[src/rtl/core/ipv6ts_pkg.sv]
package ipv6ts_pkg;

    localparam int NUM_PIECES = 8;
    localparam logic [3:0] NO_RUN = 4'd8;

    localparam logic [6:0] CHR_COLON = 7'h3a;
    localparam logic [6:0] CHR_OPEN  = 7'h5b;
    localparam logic [6:0] CHR_CLOSE = 7'h5d;
    localparam logic [6:0] CHR_ZERO  = 7'h30;
    localparam logic [6:0] CHR_ALPHA = 7'h57;

    typedef struct packed {
        logic       zero;
        logic [1:0] lead;
    } lane_info_t;

    typedef struct packed {
        logic [3:0] start;
        logic [3:0] stop;
    } run_info_t;

    function automatic logic [6:0] hex_char(input logic [3:0] nib);
        logic [6:0] code;
        if (nib < 4'd10)
        begin
            code = CHR_ZERO + {3'b000, nib};
        end
        else
        begin
            code = CHR_ALPHA + {3'b000, nib};
        end
        return code;
    endfunction

endpackage

[src/rtl/core/ipv6ts_lane.sv]
module ipv6ts_lane (
    input  logic [15:0]            piece,
    output ipv6ts_pkg::lane_info_t info
);

    always_comb
    begin
        info.zero = (piece == 16'd0);
        if (piece[15:12] != 4'd0)
        begin
            info.lead = 2'd0;
        end
        else if (piece[11:8] != 4'd0)
        begin
            info.lead = 2'd1;
        end
        else if (piece[7:4] != 4'd0)
        begin
            info.lead = 2'd2;
        end
        else
        begin
            info.lead = 2'd3;
        end
    end

endmodule

[src/rtl/core/ipv6ts_merge.sv]
module ipv6ts_merge (
    input  logic [7:0]            zero_mask,
    output ipv6ts_pkg::run_info_t run
);

    logic [3:0] run_len [8];

    // zero run length starting at each piece
    always_comb
    begin
        logic alive;
        for (int i = 0; i < ipv6ts_pkg::NUM_PIECES; i++)
        begin
            run_len[i] = 4'd0;
            alive = 1'b1;
            for (int j = 0; j < ipv6ts_pkg::NUM_PIECES; j++)
            begin
                if (j >= i)
                begin
                    if (alive && zero_mask[j])
                    begin
                        run_len[i] = run_len[i] + 4'd1;
                    end
                    else
                    begin
                        alive = 1'b0;
                    end
                end
            end
        end
    end

    // first longest run of two or more
    always_comb
    begin
        logic [3:0] best_len;
        best_len = 4'd1;
        run.start = ipv6ts_pkg::NO_RUN;
        run.stop = ipv6ts_pkg::NO_RUN;
        for (int i = 0; i < ipv6ts_pkg::NUM_PIECES; i++)
        begin
            if (run_len[i] > best_len)
            begin
                best_len = run_len[i];
                run.start = 4'(i);
                run.stop = 4'(i) + run_len[i];
            end
        end
    end

endmodule

[src/rtl/core/ipv6_text_serializer.sv]
// ipv6_text_serializer
// input channel: one word per IPv6 address, eight 16-bit pieces, piece_0 most
//   significant, handshake in_valid/in_ready
// output channel: one ASCII character per word on char_code, last_char high on
//   the final character of an address, handshake out_valid/out_ready
// config: cfg_wr_en writes cfg_wr_data into bracket_enable at once; write only
//   while no address is in flight
// text is the canonical form: lowercase hex, no leading zeros, first longest
//   run of two or more zero pieces shown as "::", optional square brackets
// eight lanes classify the pieces in parallel, a merge stage picks the zero
//   run, then a sequencer emits one character per cycle
// latency: the first character reaches the output register two cycles after
//   the address is taken, three when brackets are off
// throughput: one address per (characters + 2) cycles with brackets, + 3
//   without, 5 to 43 cycles; the sequencer handles one address at a time and
//   in_ready is high only while it is idle
// a receiver stall freezes the sequencer with the waiting character held in
//   the output register; nothing is dropped
// reset: output empty, sequencer idle, bracket_enable set to 1
module ipv6_text_serializer (
    input  logic        clk,
    input  logic        rst_n,
    input  logic        in_valid,
    output logic        in_ready,
    input  logic [15:0] piece_0,
    input  logic [15:0] piece_1,
    input  logic [15:0] piece_2,
    input  logic [15:0] piece_3,
    input  logic [15:0] piece_4,
    input  logic [15:0] piece_5,
    input  logic [15:0] piece_6,
    input  logic [15:0] piece_7,
    output logic        out_valid,
    input  logic        out_ready,
    output logic [6:0]  char_code,
    output logic        last_char,
    input  logic        cfg_wr_en,
    input  logic        cfg_wr_data
);

    typedef enum logic [2:0] {
        S_IDLE,
        S_PICK,
        S_OPEN,
        S_PIECE,
        S_COMPRESS2,
        S_COLON,
        S_CLOSE
    } state_t;

    state_t                 state_reg;
    logic                   bracket_reg;
    logic [15:0]            pieces_reg [8];
    ipv6ts_pkg::lane_info_t lanes_reg  [8];
    ipv6ts_pkg::run_info_t  run_reg;
    logic [3:0]             emit_piece_reg;
    logic [1:0]             emit_digit_reg;
    logic                   out_valid_reg;
    logic [6:0]             char_code_reg;
    logic                   last_char_reg;

    logic [15:0]            piece_in   [8];
    ipv6ts_pkg::lane_info_t lane_info  [8];
    logic [7:0]             zero_mask;
    ipv6ts_pkg::run_info_t  run_next;
    logic                   adv;
    logic                   load_char;
    logic [2:0]             pidx;
    logic [15:0]            cur_piece;
    logic [3:0]             cur_nib;
    logic                   at_compress;
    logic                   stop_at_end;
    logic [2:0]             pidx_inc;

    assign piece_in[0] = piece_0;
    assign piece_in[1] = piece_1;
    assign piece_in[2] = piece_2;
    assign piece_in[3] = piece_3;
    assign piece_in[4] = piece_4;
    assign piece_in[5] = piece_5;
    assign piece_in[6] = piece_6;
    assign piece_in[7] = piece_7;

    genvar g;
    generate
        for (g = 0; g < ipv6ts_pkg::NUM_PIECES; g++)
        begin : g_lane
            ipv6ts_lane u_lane (
                .piece (piece_in[g]),
                .info  (lane_info[g])
            );
            assign zero_mask[g] = lanes_reg[g].zero;
        end
    endgenerate

    ipv6ts_merge u_merge (
        .zero_mask (zero_mask),
        .run       (run_next)
    );

    assign adv         = !out_valid_reg || out_ready;
    assign load_char   = adv && (((state_reg == S_OPEN) && bracket_reg)
                         || (state_reg inside {S_PIECE, S_COMPRESS2, S_COLON, S_CLOSE}));
    assign pidx        = emit_piece_reg[2:0];
    assign pidx_inc    = pidx + 3'd1;
    assign cur_piece   = pieces_reg[pidx];
    assign cur_nib     = cur_piece[{~emit_digit_reg, 2'b00} +: 4];
    assign at_compress = (emit_piece_reg == run_reg.start);
    assign stop_at_end = (run_reg.stop == ipv6ts_pkg::NO_RUN);

    assign in_ready  = (state_reg == S_IDLE);
    assign out_valid = out_valid_reg;
    assign char_code = char_code_reg;
    assign last_char = last_char_reg;

    always_ff @(posedge clk or negedge rst_n)
    begin
        if (!rst_n)
        begin
            state_reg      <= S_IDLE;
            bracket_reg    <= 1'b1;
            run_reg        <= '{start: ipv6ts_pkg::NO_RUN, stop: ipv6ts_pkg::NO_RUN};
            emit_piece_reg <= 4'd0;
            emit_digit_reg <= 2'd0;
            out_valid_reg  <= 1'b0;
            char_code_reg  <= 7'd0;
            last_char_reg  <= 1'b0;
            for (int i = 0; i < ipv6ts_pkg::NUM_PIECES; i++)
            begin
                pieces_reg[i] <= 16'd0;
                lanes_reg[i]  <= '0;
            end
        end
        else
        begin
            if (cfg_wr_en)
            begin
                bracket_reg <= cfg_wr_data;
            end
            if (load_char)
            begin
                out_valid_reg <= 1'b1;
            end
            else if (out_ready)
            begin
                out_valid_reg <= 1'b0;
            end
            case (state_reg)
                S_IDLE:
                begin
                    if (in_valid)
                    begin
                        for (int i = 0; i < ipv6ts_pkg::NUM_PIECES; i++)
                        begin
                            pieces_reg[i] <= piece_in[i];
                            lanes_reg[i]  <= lane_info[i];
                        end
                        state_reg <= S_PICK;
                    end
                end
                S_PICK:
                begin
                    run_reg   <= run_next;
                    state_reg <= S_OPEN;
                end
                S_OPEN:
                begin
                    emit_piece_reg <= 4'd0;
                    emit_digit_reg <= lanes_reg[0].lead;
                    if (!bracket_reg)
                    begin
                        state_reg <= S_PIECE;
                    end
                    else if (adv)
                    begin
                        char_code_reg <= ipv6ts_pkg::CHR_OPEN;
                        last_char_reg <= 1'b0;
                        state_reg     <= S_PIECE;
                    end
                end
                S_PIECE:
                begin
                    if (adv)
                    begin
                        if (at_compress)
                        begin
                            char_code_reg <= ipv6ts_pkg::CHR_COLON;
                            last_char_reg <= !bracket_reg && stop_at_end
                                             && (emit_piece_reg != 4'd0);
                            if (emit_piece_reg == 4'd0)
                            begin
                                state_reg <= S_COMPRESS2;
                            end
                            else
                            begin
                                emit_piece_reg <= run_reg.stop;
                                emit_digit_reg <= lanes_reg[run_reg.stop[2:0]].lead;
                                if (!stop_at_end)
                                begin
                                    state_reg <= S_PIECE;
                                end
                                else if (bracket_reg)
                                begin
                                    state_reg <= S_CLOSE;
                                end
                                else
                                begin
                                    state_reg <= S_IDLE;
                                end
                            end
                        end
                        else
                        begin
                            char_code_reg <= ipv6ts_pkg::hex_char(cur_nib);
                            last_char_reg <= !bracket_reg && (pidx == 3'd7)
                                             && (emit_digit_reg == 2'd3);
                            if (emit_digit_reg != 2'd3)
                            begin
                                emit_digit_reg <= emit_digit_reg + 2'd1;
                            end
                            else if (pidx != 3'd7)
                            begin
                                state_reg <= S_COLON;
                            end
                            else
                            begin
                                emit_piece_reg <= ipv6ts_pkg::NO_RUN;
                                state_reg <= bracket_reg ? S_CLOSE : S_IDLE;
                            end
                        end
                    end
                end
                S_COMPRESS2:
                begin
                    if (adv)
                    begin
                        char_code_reg  <= ipv6ts_pkg::CHR_COLON;
                        last_char_reg  <= !bracket_reg && stop_at_end;
                        emit_piece_reg <= run_reg.stop;
                        emit_digit_reg <= lanes_reg[run_reg.stop[2:0]].lead;
                        if (!stop_at_end)
                        begin
                            state_reg <= S_PIECE;
                        end
                        else if (bracket_reg)
                        begin
                            state_reg <= S_CLOSE;
                        end
                        else
                        begin
                            state_reg <= S_IDLE;
                        end
                    end
                end
                S_COLON:
                begin
                    if (adv)
                    begin
                        char_code_reg  <= ipv6ts_pkg::CHR_COLON;
                        last_char_reg  <= 1'b0;
                        emit_piece_reg <= emit_piece_reg + 4'd1;
                        emit_digit_reg <= lanes_reg[pidx_inc].lead;
                        state_reg      <= S_PIECE;
                    end
                end
                S_CLOSE:
                begin
                    if (adv)
                    begin
                        char_code_reg <= ipv6ts_pkg::CHR_CLOSE;
                        last_char_reg <= 1'b1;
                        state_reg     <= S_IDLE;
                    end
                end
                default:
                begin
                    state_reg <= S_IDLE;
                end
            endcase
        end
    end

endmodule

[config.mk]
export PLATFORM = sky130hd
export DESIGN_NAME = ipv6_text_serializer
export DESIGN_NICKNAME = d
export VERILOG_FILES = /design/src/rtl/core/ipv6ts_pkg.sv /design/src/rtl/core/ipv6ts_lane.sv /design/src/rtl/core/ipv6ts_merge.sv /design/src/rtl/core/ipv6_text_serializer.sv
export SDC_FILE = /design/constraint.sdc
export NUM_CORES = 1
export LEC_CHECK = 0
export BUFFER_PORTS_ARGS = -buffer_cell sky130_fd_sc_hd__buf_2
export CAP_MARGIN = 20
export CORE_MARGIN = 3
export CORE_UTILIZATION = 48
export DETAILED_ROUTE_END_ITERATION = 7
export GPL_TIMING_DRIVEN = 0
export PLACE_DENSITY = 0.79
export SKIP_LAST_GASP = 1
export SLEW_MARGIN = 15
export SYNTH_ARGS = -nofsm -noshare
export SYNTH_HDL_FRONTEND = slang
export SYNTH_SLANG_ARGS = --single-unit
[constraint.sdc]
create_clock -name clk -period 14.1 [get_ports clk]
set_input_delay 0.705 -clock clk [delete_from_list [all_inputs] [get_ports clk]]
set_output_delay 0.705 -clock clk [all_outputs]
set_load 0.005 [all_outputs]
==> results of run 1 <==
[layout make-up]
cell class                 instances  area, µm²
multi-input combinational        873       7129
fill                            1993       9782
clock inverter                    11      115.1
sequential                       179       4483
inverter                          36      137.6
tap                              319      399.1
buffer                            57      249.0
timing repair buffer             168      937.1
clock buffer                      21      450.4
[layer usage]
layer,part of all wire,global-route usage,wire length [µm]
met5,0,0,0
met4,0.036,0.1059,1223
met3,0.075,0.03851,2543
met2,0.48,0.4238,16370
met1,0.41,0.3300,13970
[worst max-delay path: cells and delay by family (launching register included)]
family,cells,cell delay (ns)
buffers and inverters,7,0.88
adder cells (fa/ha/maj),13,3.43
multiplexers,4,0.98
flip-flops,1,0.38
AND/OR/NAND/NOR,19,2.87
AO/OA/AOI/OAI,25,4.95
[cells in the final DEF, fill, tap and decap left out, types with 12 or more instances in the layout]
cell type                   netlist  routed
sky130_fd_sc_hd__nand4_1         20      20
sky130_fd_sc_hd__o21a_1          13      12
sky130_fd_sc_hd__clkbuf_16        0      17
sky130_fd_sc_hd__ha_1            46      41
sky130_fd_sc_hd__mux2i_1         52      47
sky130_fd_sc_hd__o21ai_0         74      69
sky130_fd_sc_hd__buf_4            2      27
sky130_fd_sc_hd__mux2_2         137     137
sky130_fd_sc_hd__nand2_1        120     118
sky130_fd_sc_hd__buf_2            8     149
sky130_fd_sc_hd__nor4_1          33      33
sky130_fd_sc_hd__mux4_2          24      24
sky130_fd_sc_hd__a21oi_1         46      41
sky130_fd_sc_hd__clkbuf_1        43      42
sky130_fd_sc_hd__o221ai_1        18      17
sky130_fd_sc_hd__xnor2_1         15      15
sky130_fd_sc_hd__dfrtp_1        176     176
sky130_fd_sc_hd__nor2_1          59      58
sky130_fd_sc_hd__inv_1           31      30
[cells by family (layout without fill, tap and decap cells)]
family                   Yosys count  in the layout  share of synthesized area
buffers and inverters             94            293                    0.03199
AO/OA/AOI/OAI                    253            253                     0.1436
AND/OR/NAND/NOR                  333            334                     0.1441
flip-flops                       179            179                     0.3846
other                              1              1                  0.0003218
XOR/XNOR                          24             24                    0.02040
adder cells (fa/ha/maj)           46             46                    0.04938
multiplexers                     215            215                     0.2256
[power by group through the flow]
stage	combinational (mW)	clock, mW	sequential (mW)
3_5_place_dp	0.983	0	0.880
3_3_place_gp	0.945	0	0.867
4_1_cts	0.989	0.466	0.873
2_1_floorplan	0.727	0	0.832
6_report	1.00	0.464	0.879
5_1_grt	1.08	0.487	0.901
[what timing repair did]
| item | in CTS | in global routing |
|---|---|---|
| pin swaps | 4 | 20 |
| cloned | 0 | 1 |
| resized for setup | 25 | 53 |
| setup buffers | 8 | 16 |
| endpoints found under the setup margin | 8 | 8 |
[metrics by stage]
step	cell area [µm²]	power, mW	util	hold slack [ns]
final	13900	2.347	0.5870	0.2044
after global routing	13900	2.469	0.5870	0.2496
after CTS	13530	2.328	0.5715	0.2382
after detailed placement	12810	1.863	0.5408	0.4767
after global placement	12770	1.812	0.5392	0.4668
after floorplan	11650	1.559	-	0.4094
[how the worst max path moves through the flow]
stage                  startpoint         end  slack (ns)  cells past startpoint
floorplan           lanes_reg[20]  run_reg[1]        0.12                     71
global placement    lanes_reg[23]  run_reg[1]       -1.63                     70
detailed placement  lanes_reg[23]  run_reg[2]       -2.00                     70
CTS                 lanes_reg[20]  run_reg[1]        0.02                     72
global route        lanes_reg[23]  run_reg[1]       -0.21                     70
finish              lanes_reg[20]  run_reg[1]        0.50                     68
==> out/qor.json, run 1 <==
{
  "synthTopCellsByArea": "sky130_fd_sc_hd__dfrtp_1 38%, sky130_fd_sc_hd__mux2_2 13%, sky130_fd_sc_hd__ha_1 4.9%, sky130_fd_sc_hd__mux4_2 4.6%, sky130_fd_sc_hd__mux2i_1 4.5%",
  "num_cts_buffers": 17,
  "clkTransAtPathRegs_ns": 0.07,
  "post_synth_instance_area_um2": 11650,
  "grtUsageTotal": 0.2533,
  "hold_viol": 0,
  "mappedNetlistNets": 1325,
  "worst_setup_path_start_kind": "flip-flop",
  "drt-initial-drc-count": 822,
  "period_minus_slack_ns": 13.60,
  "grt_pass1_vias": 10180,
  "worstSetupPathType": "flip-flop to flip-flop",
  "top_level_ports": 144,
  "fin_ws_ns": 0.4980,
  "period_share": 0.9647,
  "die_w_um": 161.8,
  "vias": 10280,
  "final.setup.tns_ns": 0,
  "critical_path.reg2reg.startpoint": "lanes_reg[20]",
  "synth.most_common_cell": "sky130_fd_sc_hd__dfrtp_1",
  "cp-end-kind": "flip-flop",
  "number_of_antenna_violations_at_the_first_check_in_global_routing": 0,
  "postRouteWirelength_mm": 34.10,
  "worst_path_most_repeated_cell": "sky130_fd_sc_hd__ha_1",
  "hp-class": "input port to async pin",
  "avgRoutedWirePerCell_um": 20.49,
  "htree_num_levels": 4,
  "synthArstFlopShare": 1.000,
  "worst_r2r_setup_slack_ns": 0.50,
  "worst_path_largest_cell_delay_ns": 0.47,
  "cts.sinks": 179,
  "vias_per_cell": 6.177,
  "synth-edff-count": 0,
  "sequential_to_total_area_share_from_yosys_stat": 0.3846,
  "die_area_um2": 26190,
  "postSynthCellCount": 1145,
  "p_leak_nw": 6.113,
  "clk_latency_ns": 0.44,
  "antennaDiodeCount": 0,
  "worstMarginPinSlew_ns": 1.087,
  "internal_power_mw": 1.480,
  "largest_register_ff_count": 128,
  "peakVddDrop_uv": 98.76,
  "maximum_number_of_pins_on_one_net_before_global_route_repair": 111,
  "die-height_um": 161.8,
  "initial_core_util": 0.4921,
  "worst_ep_arrival_time_ns": 13.94,
  "drive_gt1_frac": 0.3338,
  "synth_area_leader_cell": "sky130_fd_sc_hd__dfrtp_1",
  "globalplace.congestion": 0.9583,
  "avgSynthCellArea_um2": 10.18,
  "worst-path-max-fanout": 11,
  "drv_cap": 0,
  "yosys-top-cells-count": "176 x sky130_fd_sc_hd__dfrtp_1, 137 x sky130_fd_sc_hd__mux2_2, 120 x sky130_fd_sc_hd__nand2_1",
  "yosys_most_used_dff": "sky130_fd_sc_hd__dfrtp_1",
  "io_buffers": 143,
  "placeableCoreArea_um2": 23680,
  "grt_pass1_wl_mm": 52.53,
  "global_route_congestion_overflow_total": 0,
  "drt_first_pass_iters": 5,
  "fp-row-count": 56,
  "clk_root_buffer_cell": "sky130_fd_sc_hd__clkbuf_16",
  "dp.final_hpwl_mm": 26.03,
  "finalNetCount": 1512,
  "tritoncts": "built",
  "combinationalPowerShare": 0.428,
  "worst_slew_margin_rel": 0.2754,
  "top_cell_type_s_share_of_synthesized_area": 0.3779,
  "endpoint_of_the_worst_register_to_register_path": "run_reg[1]",
  "synth.lib_cells_used.distinct": 87,
  "worstRegToRegCells": 68,
  "slowest_stage_cell_crit_path": "sky130_fd_sc_hd__o41ai_4",
  "synth_seq_cells": 179,
  "ctsHoldBuffers": 0,
  "area_growth_syn_to_layout_pct": 19.27,
  "drv_slew": 0,
  "power.sequential.fraction": 0.375,
  "place.detailed.instances": 1608,
  "route.detailed.drc": 0,
  "switching_share": 0.3694,
  "maxClockFrequency_ghz": 0.07352,
  "cts.path.max_buffers": 2,
  "finalNonFillerCells": 1664,
  "clkPwrFrac": 0.198,
  "antenna_violating_nets_post_route": 0,
  "skew_ns": 0.01192,
  "warning_count_from_the_yosys_run": 0,
  "finalSetupViolCount": 0,
  "outcome": "finished clean",
  "timing.critical_path.required_ns": 14.44,
  "power.density_cell_area_nw_per_um2": 168.8,
  "switchingPower_mw": 0.8670,
  "dpl_worst_slack_ns": -2.004
}
(Power assumes the default switching activity.)
==> run 2: changes to the inputs <==
--- a/config.mk
+++ b/config.mk
@@ -12,6 +12,7 @@
 export DETAILED_ROUTE_END_ITERATION = 7
 export GPL_TIMING_DRIVEN = 0
 export PLACE_DENSITY = 0.79
+export REMOVE_ABC_BUFFERS = 1
 export SKIP_LAST_GASP = 1
 export SLEW_MARGIN = 15
 export SYNTH_ARGS = -nofsm -noshare
==> run 2 against run 1 <==
Net effect: via count down 3.5%; register-to-register slack better by 0.15 ns; maximum frequency up 1.1%; flip-flop and latch count unchanged; cell count down 2.2%; sequential power up 5.7%; combinational power down 8%; clock power up 6.9%; critical path type unchanged; critical endpoint is now run_reg[3].
==> out/qor.json, run 2 (synthesis results as in run 1) <==
{
  "finalNonFillerCells": {"value": 1628, "change": "-2.2%"},
  "final_design_area_no_fill": {"value": 13900, "unit": "µm²", "change": "about the same"},
  "route.detailed.drc": {"value": 0, "change": "unchanged"},
  "num_cts_buffers": {"value": 17, "change": "unchanged"},
  "drt-initial-drc-count": {"value": 580, "change": "-29%"},
  "drive_gt1_frac": {"value": 0.3482, "change": "+0.01436"},
  "maximum_number_of_pins_on_one_net_before_global_route_repair": {"value": 95, "change": "-14%"},
  "grt_pass1_vias": {"value": 9962, "change": "-2.2%"},
  "placeableCoreArea": {"value": 23680, "unit": "µm²", "change": "unchanged"},
  "skew": {"value": 0.01596, "unit": "ns", "change": "+0.004048 ns"},
  "clkTransAtPathRegs": {"value": 0.07, "unit": "ns", "change": "about the same"},
  "multi_input_area": {"value": 7131, "unit": "µm²", "change": "about the same"},
  "slowest_stage_cell_crit_path": "sky130_fd_sc_hd__dfrtp_2",
  "grt_pass1_wl": {"value": 51.43, "unit": "mm", "change": "-2.1%"},
  "die-height": {"value": 161.8, "unit": "µm", "change": "unchanged"},
  "tritoncts": "built",
  "peakVddDrop": {"value": 121.7, "unit": "µV", "change": "+23%"},
  "drv_slew": {"value": 0, "change": "unchanged"},
  "die_area": {"value": 26190, "unit": "µm²", "change": "unchanged"},
  "power.density_cell_area": {"value": 168.6, "unit": "nW/µm²", "change": "-0.11%"},
  "worstSetupPathType": "flip-flop to flip-flop",
  "dp.final_hpwl": {"value": 23.29, "unit": "mm", "change": "-11%"},
  "drt_first_pass_iters": {"value": 5, "change": "unchanged"},
  "top_level_ports": {"value": 144, "change": "unchanged"},
  "p_total": {"value": 2.345, "unit": "mW", "change": "about the same"},
  "largest_register_ff_count": {"value": 128, "change": "unchanged"},
  "global_route_congestion_overflow_total": {"value": 0, "change": "unchanged"},
  "grtUsageTotal": {"value": 0.2432, "change": "-0.01009"},
  "layout.filler_cells": {"value": 1996, "change": "+0.15%"},
  "layout.cells.most_common_list": "172 x sky130_fd_sc_hd__dfrtp_1, 142 x sky130_fd_sc_hd__buf_2, 137 x sky130_fd_sc_hd__mux2_2, 116 x sky130_fd_sc_hd__nand2_1, 68 x sky130_fd_sc_hd__o21ai_0",
  "postRouteWirelength": {"value": 31.98, "unit": "mm", "change": "-6.2%"},
  "cts.sinks": {"value": 179, "change": "unchanged"},
  "finalSetupViolCount": {"value": 0, "change": "unchanged"},
  "p_leak": {"value": 6.087, "unit": "nW", "change": "-0.42%"},
  "postPlaceCellArea": {"value": 12690, "unit": "µm²", "change": "-0.91%"},
  "die_w": {"value": 161.8, "unit": "µm", "change": "unchanged"},
  "place.detailed.instances": {"value": 1554, "change": "-3.4%"},
  "worst-path-max-fanout": {"value": 8, "change": "-3"},
  "maxClockFrequency": {"value": 0.07435, "unit": "GHz", "change": "+1.1%"},
  "period_share": {"value": 0.9539, "change": "-0.01075"},
  "hold_viol": {"value": 0, "change": "unchanged"},
  "vias": {"value": 9918, "change": "-3.5%"},
  "cts.path.max_buffers": {"value": 2, "change": "unchanged"},
  "initial_core_util": {"value": 0.4921, "change": "unchanged"},
  "outcome": "finished clean",
  "number_of_antenna_violations_at_the_first_check_in_global_routing": {"value": 9, "change": "+9"},
  "finalNetCount": {"value": 1468, "change": "-2.9%"},
  "vias_per_cell": {"value": 6.092, "change": "-1.4%"},
  "worst_ep_arrival_time": {"value": 13.80, "unit": "ns", "change": "-0.14 ns"},
  "worst_slew_margin_rel": {"value": 0.3069, "change": "+0.03157"},
  "drv_cap": {"value": 0, "change": "unchanged"},
  "worst_setup_path_start_kind": "flip-flop",
  "clk_latency": {"value": 0.44, "unit": "ns", "change": "about the same"},
  "clk_root_buffer_cell": "sky130_fd_sc_hd__clkbuf_16",
  "timing.critical_path.required": {"value": 14.45, "unit": "ns", "change": "about the same"},
  "worst_path_largest_cell_delay": {"value": 0.47, "unit": "ns", "change": "about the same"},
  "hp-class": "input port to async pin",
  "worstMarginPinSlew": {"value": 1.040, "unit": "ns", "change": "-0.04736 ns"},
  "area_growth_syn_to_layout": {"value": 19.29, "unit": "%", "change": "about the same"},
  "io_buffers": {"value": 143, "change": "unchanged"},
  "period_minus_slack": {"value": 13.45, "unit": "ns", "change": "-0.1515 ns"},
  "fp-row-count": {"value": 56, "change": "unchanged"},
  "cp-end-kind": "flip-flop",
  "worst_path_most_repeated_cell": "sky130_fd_sc_hd__ha_1",
  "antenna_violating_nets_post_route": {"value": 0, "change": "unchanged"},
  "final_common_cell": "sky130_fd_sc_hd__dfrtp_1",
  "avgRoutedWirePerCell": {"value": 19.64, "unit": "µm", "change": "-4.1%"},
  "htree_num_levels": {"value": 4, "change": "unchanged"},
  "globalplace.congestion": {"value": 0.8838, "change": "-7.8%"},
  "final-seq-area": {"value": 4491, "unit": "µm²", "change": "+0.17%"}
}
[run 2: final timing paths]
path | start | cells past startpoint | endpoint | slack, ns
max | lanes_reg[20] | 69 | run_reg[3] | 0.65
min | rst_n | 1 | pieces_reg[79] | 0.26
max reg2reg | lanes_reg[20] | 69 | run_reg[3] | 0.65
min reg2reg | run_reg[7] | 2 | run_reg[7] | 0.48
max in group asynchronous | rst_n | 2 | pieces_reg[35] | 12.96
min in group clk | run_reg[7] | 2 | run_reg[7] | 0.48
[run 2: worst max-delay path, delay by kind of cell, from the launching register on]
kind	cells	cell delay, ns
AOI/OAI and AO/OA	24	4.41
adders and majority gates	13	3.33
and+or+nand+nor	20	2.86
muxes	6	1.56
buffers and inverters	6	0.74
DFF	1	0.47
[run 2: area by class of cell]
type / instances / share of cell area
Tap cell: 319 / 0.02871
Clock buffer: 20 / 0.03213
Antenna cell: 8 / 0.001440
Multi-Input combinational cell: 872 / 0.5129
Timing Repair Buffer: 182 / 0.07991
Inverter: 36 / 0.009899
Clock inverter: 12 / 0.01206
Sequential cell: 179 / 0.3230
[run 2: report_power, final]
| part | switching, mW | total [mW] | internal [mW] |
|---|---|---|---|
| sequential | 0.184 | 0.929 | 0.746 |
| combinational | 0.437 | 0.919 | 0.483 |
| clock | 0.208 | 0.496 | 0.288 |
[run 2: what timing repair did]
action | in CTS | in global routing
buffers inserted | 11 | 23
pin swaps | 6 | 24
hold buffers | 0 | 0
resized for setup | 22 | 46
setup endpoints to repair | 8 | 8
[run 2: metrics by stage]
stage	hold slack, ns	TNS, ns	setup WS (ns)	util
after floorplan	0.4094	0	0.2525	-
after global placement	0.4629	-12.04	-1.585	0.5293
after detailed placement	0.4670	-15.36	-2.005	0.5359
after CTS	0.2963	0	0.01101	0.5693
after global routing	0.3092	-0.6218	-0.1834	0.5870
final	0.2605	0	0.6495	0.5871
[run 2: metal layers]
metal	track usage	share of wire
met5	0	0.00025
met4	0.09732	0.034
met3	0.04897	0.067
met2	0.4127	0.51
met1	0.3058	0.39
==> run 3: changes to the inputs <==
--- a/config.mk
+++ b/config.mk
@@ -5,6 +5,7 @@
 export SDC_FILE = /design/constraint.sdc
 export NUM_CORES = 1
 export LEC_CHECK = 0
+export ABC_AREA = 1
 export BUFFER_PORTS_ARGS = -buffer_cell sky130_fd_sc_hd__buf_2
 export CAP_MARGIN = 20
 export CORE_MARGIN = 3
==> run 3 against run 2 <==
Net effect: register-to-register slack better by 0.95 ns; non-clock buffer count down 29; critical path depth up 6; synthesized cell count up 42%; setup slack better by 0.95 ns; clock skew down 0.0043 ns; area after synthesis down 1.6%; sequential share of layout area up 1.8 points; critical endpoint is now run_reg[2]; largest cell class unchanged.
==> out/qor.json, run 3 <==
{
  "outcome": "finished clean",
  "global_route_congestion_overflow_total": {"value": 0, "change": "unchanged"},
  "clkTransAtPathRegs": {"value": 0.08, "unit": "ns", "change": "about the same"},
  "clk_root_buffer_cell": "sky130_fd_sc_hd__clkbuf_16",
  "grt_setup_unrepaired": "no",
  "htree_num_levels": {"value": 4, "change": "unchanged"},
  "synthTopCellsByArea": "sky130_fd_sc_hd__dfrtp_1 38%, sky130_fd_sc_hd__nand2_1 16%, sky130_fd_sc_hd__o21ai_0 9.6%, sky130_fd_sc_hd__inv_1 6.2%, sky130_fd_sc_hd__ha_1 5.0%",
  "io_buffers": {"value": 143, "change": "unchanged"},
  "largest_register_ff_count": {"value": 128, "change": "unchanged"},
  "worst_path_most_repeated_cell": "sky130_fd_sc_hd__nand2_1",
  "hold_viol": {"value": 0, "change": "unchanged"},
  "dpl_worst_slack": {"value": 1.315, "unit": "ns", "change": "+3.320 ns"},
  "drv_slew": {"value": 0, "change": "unchanged"},
  "grtUsageMet2": {"value": 0.3877, "change": "-0.02502"},
  "tritoncts": "built",
  "grt_pass1_wl": {"value": 52.55, "unit": "mm", "change": "+2.2%"},
  "period_minus_slack": {"value": 12.50, "unit": "ns", "change": "-0.9462 ns"},
  "avgRoutedWirePerCell": {"value": 15.46, "unit": "µm", "change": "-21%"},
  "top_cell_type_s_share_of_synthesized_area": {"value": 0.3842, "change": "+0.006310"},
  "drive_gt1_frac": {"value": 0.1471, "change": "-0.2011"},
  "synthArstFlopShare": {"value": 1.000, "change": "unchanged"},
  "postRouteWirelength": {"value": 31.86, "unit": "mm", "change": "-0.40%"},
  "cts_post_setup_buffers_inserted": {"value": 0, "change": "-11"},
  "cts.path.max_buffers": {"value": 2, "change": "unchanged"},
  "worstRegToRegCells": {"value": 75, "change": "+8.7%"},
  "drt-initial-drc-count": {"value": 1136, "change": "+96%"},
  "power.density_cell_area": {"value": 178.3, "unit": "nW/µm²", "change": "+5.7%"},
  "grtUsageTotal": {"value": 0.2475, "change": "+0.004369"},
  "vias_per_cell": {"value": 5.526, "change": "-9.3%"},
  "slowest_stage_cell_crit_path": "sky130_fd_sc_hd__a32oi_2",
  "place.detailed.instances": {"value": 2028, "change": "+31%"},
  "drt_first_pass_iters": {"value": 6, "change": "+1"},
  "busiest_layer": "met2",
  "met3_usage": {"value": 0.04230, "change": "-0.006666"},
  "drv_cap": {"value": 0, "change": "unchanged"},
  "cp-end-kind": "flip-flop",
  "worst_ep_arrival_time": {"value": 12.87, "unit": "ns", "change": "-0.93 ns"},
  "die_w": {"value": 160.5, "unit": "µm", "change": "-0.79%"},
  "yosys-top-cells-count": "494 x sky130_fd_sc_hd__nand2_1, 221 x sky130_fd_sc_hd__o21ai_0, 190 x sky130_fd_sc_hd__inv_1",
  "final_common_cell": "sky130_fd_sc_hd__nand2_1",
  "peakVddDrop": {"value": 101.0, "unit": "µV", "change": "-17%"},
  "worst-path-max-fanout": {"value": 12, "change": "+4"},
  "antennaDiodeCount": {"value": 0, "change": "-8"},
  "cts.sinks": {"value": 179, "change": "unchanged"},
  "worst_path_largest_cell_delay": {"value": 0.53, "unit": "ns", "change": "+0.06 ns"},
  "synth.most_common_cell": "sky130_fd_sc_hd__nand2_1",
  "grt_pass1_vias": {"value": 10730, "change": "+7.7%"},
  "timing.critical_path.required": {"value": 14.47, "unit": "ns", "change": "+0.02 ns"},
  "die_area": {"value": 25770, "unit": "µm²", "change": "-1.6%"},
  "worstMarginPinSlew": {"value": 1.012, "unit": "ns", "change": "-0.02767 ns"},
  "route.detailed.drc": {"value": 0, "change": "unchanged"},
  "placeableCoreArea": {"value": 23050, "unit": "µm²", "change": "-2.7%"},
  "finalSetupViolCount": {"value": 0, "change": "unchanged"},
  "initial_core_util": {"value": 0.4973, "change": "+0.005131"},
  "synth_area_leader_cell": "sky130_fd_sc_hd__dfrtp_1",
  "grt.met1_usage": {"value": 0.3492, "change": "+0.04335"},
  "avgSynthCellArea": {"value": 7.041, "unit": "µm²", "change": "-31%"},
  "synth.lib_cells_used.distinct": {"value": 60, "change": "-31%"},
  "finalNonFillerCells": {"value": 2060, "change": "+27%"},
  "top_level_ports": {"value": 144, "change": "unchanged"},
  "vias": {"value": 11380, "change": "+15%"},
  "dp.final_hpwl": {"value": 23.72, "unit": "mm", "change": "+1.9%"},
  "fp-row-count": {"value": 55, "change": "-1.8%"},
  "fin_ws": {"value": 1.596, "unit": "ns", "change": "+0.9462 ns"},
  "globalplace.congestion": {"value": 0.9380, "change": "+6.1%"},
  "number_of_antenna_violations_at_the_first_check_in_global_routing": {"value": 0, "change": "-9"},
  "maxClockFrequency": {"value": 0.07997, "unit": "GHz", "change": "+7.6%"},
  "finalNetCount": {"value": 1914, "change": "+30%"},
  "die-height": {"value": 160.5, "unit": "µm", "change": "-0.79%"},
  "yosys_most_used_dff": "sky130_fd_sc_hd__dfrtp_1",
  "layout.cells.most_common_list": "494 x sky130_fd_sc_hd__nand2_1, 221 x sky130_fd_sc_hd__o21ai_0, 189 x sky130_fd_sc_hd__inv_1, 174 x sky130_fd_sc_hd__dfrtp_1, 142 x sky130_fd_sc_hd__buf_2",
  "num_cts_buffers": {"value": 17, "change": "unchanged"},
  "clk_latency": {"value": 0.44, "unit": "ns", "change": "about the same"},
  "synth-edff-count": {"value": 0, "change": "unchanged"},
  "maximum_number_of_pins_on_one_net_before_global_route_repair": {"value": 108, "change": "+14%"},
  "worst_slew_margin_rel": {"value": 0.3212, "change": "+0.01428"},
  "worst_setup_path_start_kind": "flip-flop",
  "p_leak": {"value": 6.758, "unit": "nW", "change": "+11%"},
  "period_share": {"value": 0.8868, "change": "-0.06710"},
  "warning_count_from_the_yosys_run": {"value": 0, "change": "unchanged"},
  "postSynthCellCount": {"value": 1628, "change": "+42%"},
  "hp-class": "input port to async pin",
  "layout.filler_cells": {"value": 2128, "change": "+6.6%"},
  "skew": {"value": 0.01166, "unit": "ns", "change": "-0.004301 ns"},
  "worstSetupPathType": "flip-flop to flip-flop",
  "area_growth_syn_to_layout_pct": 14.78,
  "antenna_violating_nets_post_route": {"value": 0, "change": "unchanged"},
  "post_synth_instance_area": {"value": 11460, "unit": "µm²", "change": "-1.6%"},
  "sequential_to_total_area_share_from_yosys_stat": {"value": 0.3911, "change": "+0.006423"},
  "synth_seq_cells": {"value": 179, "change": "unchanged"}
}
## run 3: changes by cell type after synthesis, sizes merged, moves of 51 or more
cell	delta
inv	+168
mux2	-136
mux2i	-53
nand2	+397
nand3	+51
o21ai	+144
## run 3: layout make-up
class                   instances  area (µm²)  share of cell area
repair buffers                153       947.2             0.07199
clock inverters                14       160.2             0.01217
inverters                     207       782.0             0.05943
clock buffers                  18       429.2             0.03262
multi-input cells            1176        5959              0.4529
flip-flops and latches        179        4488              0.3411
well taps                     313       391.6             0.02976
## run 3: worst paths after layout
path                                      to  slack, ns       startpoint
setup / recovery                  run_reg[2]       1.60    lanes_reg[20]
hold / removal                pieces_reg[45]       0.24            rst_n
setup reg to reg                  run_reg[2]       1.60    lanes_reg[20]
hold reg to reg              pieces_reg[117]       0.47  pieces_reg[117]
max in group asynchronous  emit_piece_reg[1]      12.93            rst_n
min in group clk                 bracket_reg       0.43        cfg_wr_en
## run 3: stage by stage
stage                 util  total power [mW]  area, µm²  hold WS (ns)  TNS (ns)
floorplan                -             1.495      11200        0.4094         0
global placement    0.5338             1.804      12310        0.4479   -131.48
detailed placement  0.5446             1.848      12560        0.4531         0
CTS                 0.5702             2.331      13150        0.2684         0
global route        0.5707             2.529      13160        0.2848         0
finish              0.5707             2.346      13160        0.2380         0
## run 3: power breakdown
| part | internal [mW] | switching, mW |
|---|---|---|
| combinational | 0.345 | 0.686 |
| sequential | 0.726 | 0.112 |
| clock | 0.252 | 0.226 |
## run 3: timing repair
action | 4_1_cts | 5_1_grt
gates resized for setup | 0 | 1
hold buffers | 0 | 0
endpoints found under the setup margin | 0 | 3
## run 3: metal layers
metal | vias to the layer above | share of wire
li1 | 5526 | -
met1 | 5276 | 0.44
met2 | 503 | 0.45
met3 | 79 | 0.087
met4 | 0 | 0.026
met5 | - | 0
## run 3: critical path: cells and delay by family, from the launching register on
family | cells | cell delay (ns)
adders and majority gates | 13 | 3.65
DFF | 1 | 0.42
and+or+nand+nor | 31 | 3.63
buffers and inverters | 15 | 1.28
AOI/OAI and AO/OA | 16 | 3.46
## run 3: logic make-up (layout without fill, tap and decap cells)
family / count (synthesis) / in the layout / synth area share
mux: 2 / 2 / 0.001964
buf+inv: 273 / 392 / 0.09092
fa+ha+maj: 46 / 46 / 0.05021
flops: 179 / 179 / 0.3911
compound gates: 366 / 366 / 0.1746
other cells: 1 / 1 / 0.0003271
simple gates: 746 / 746 / 0.2794
xor+xnor: 15 / 15 / 0.01146
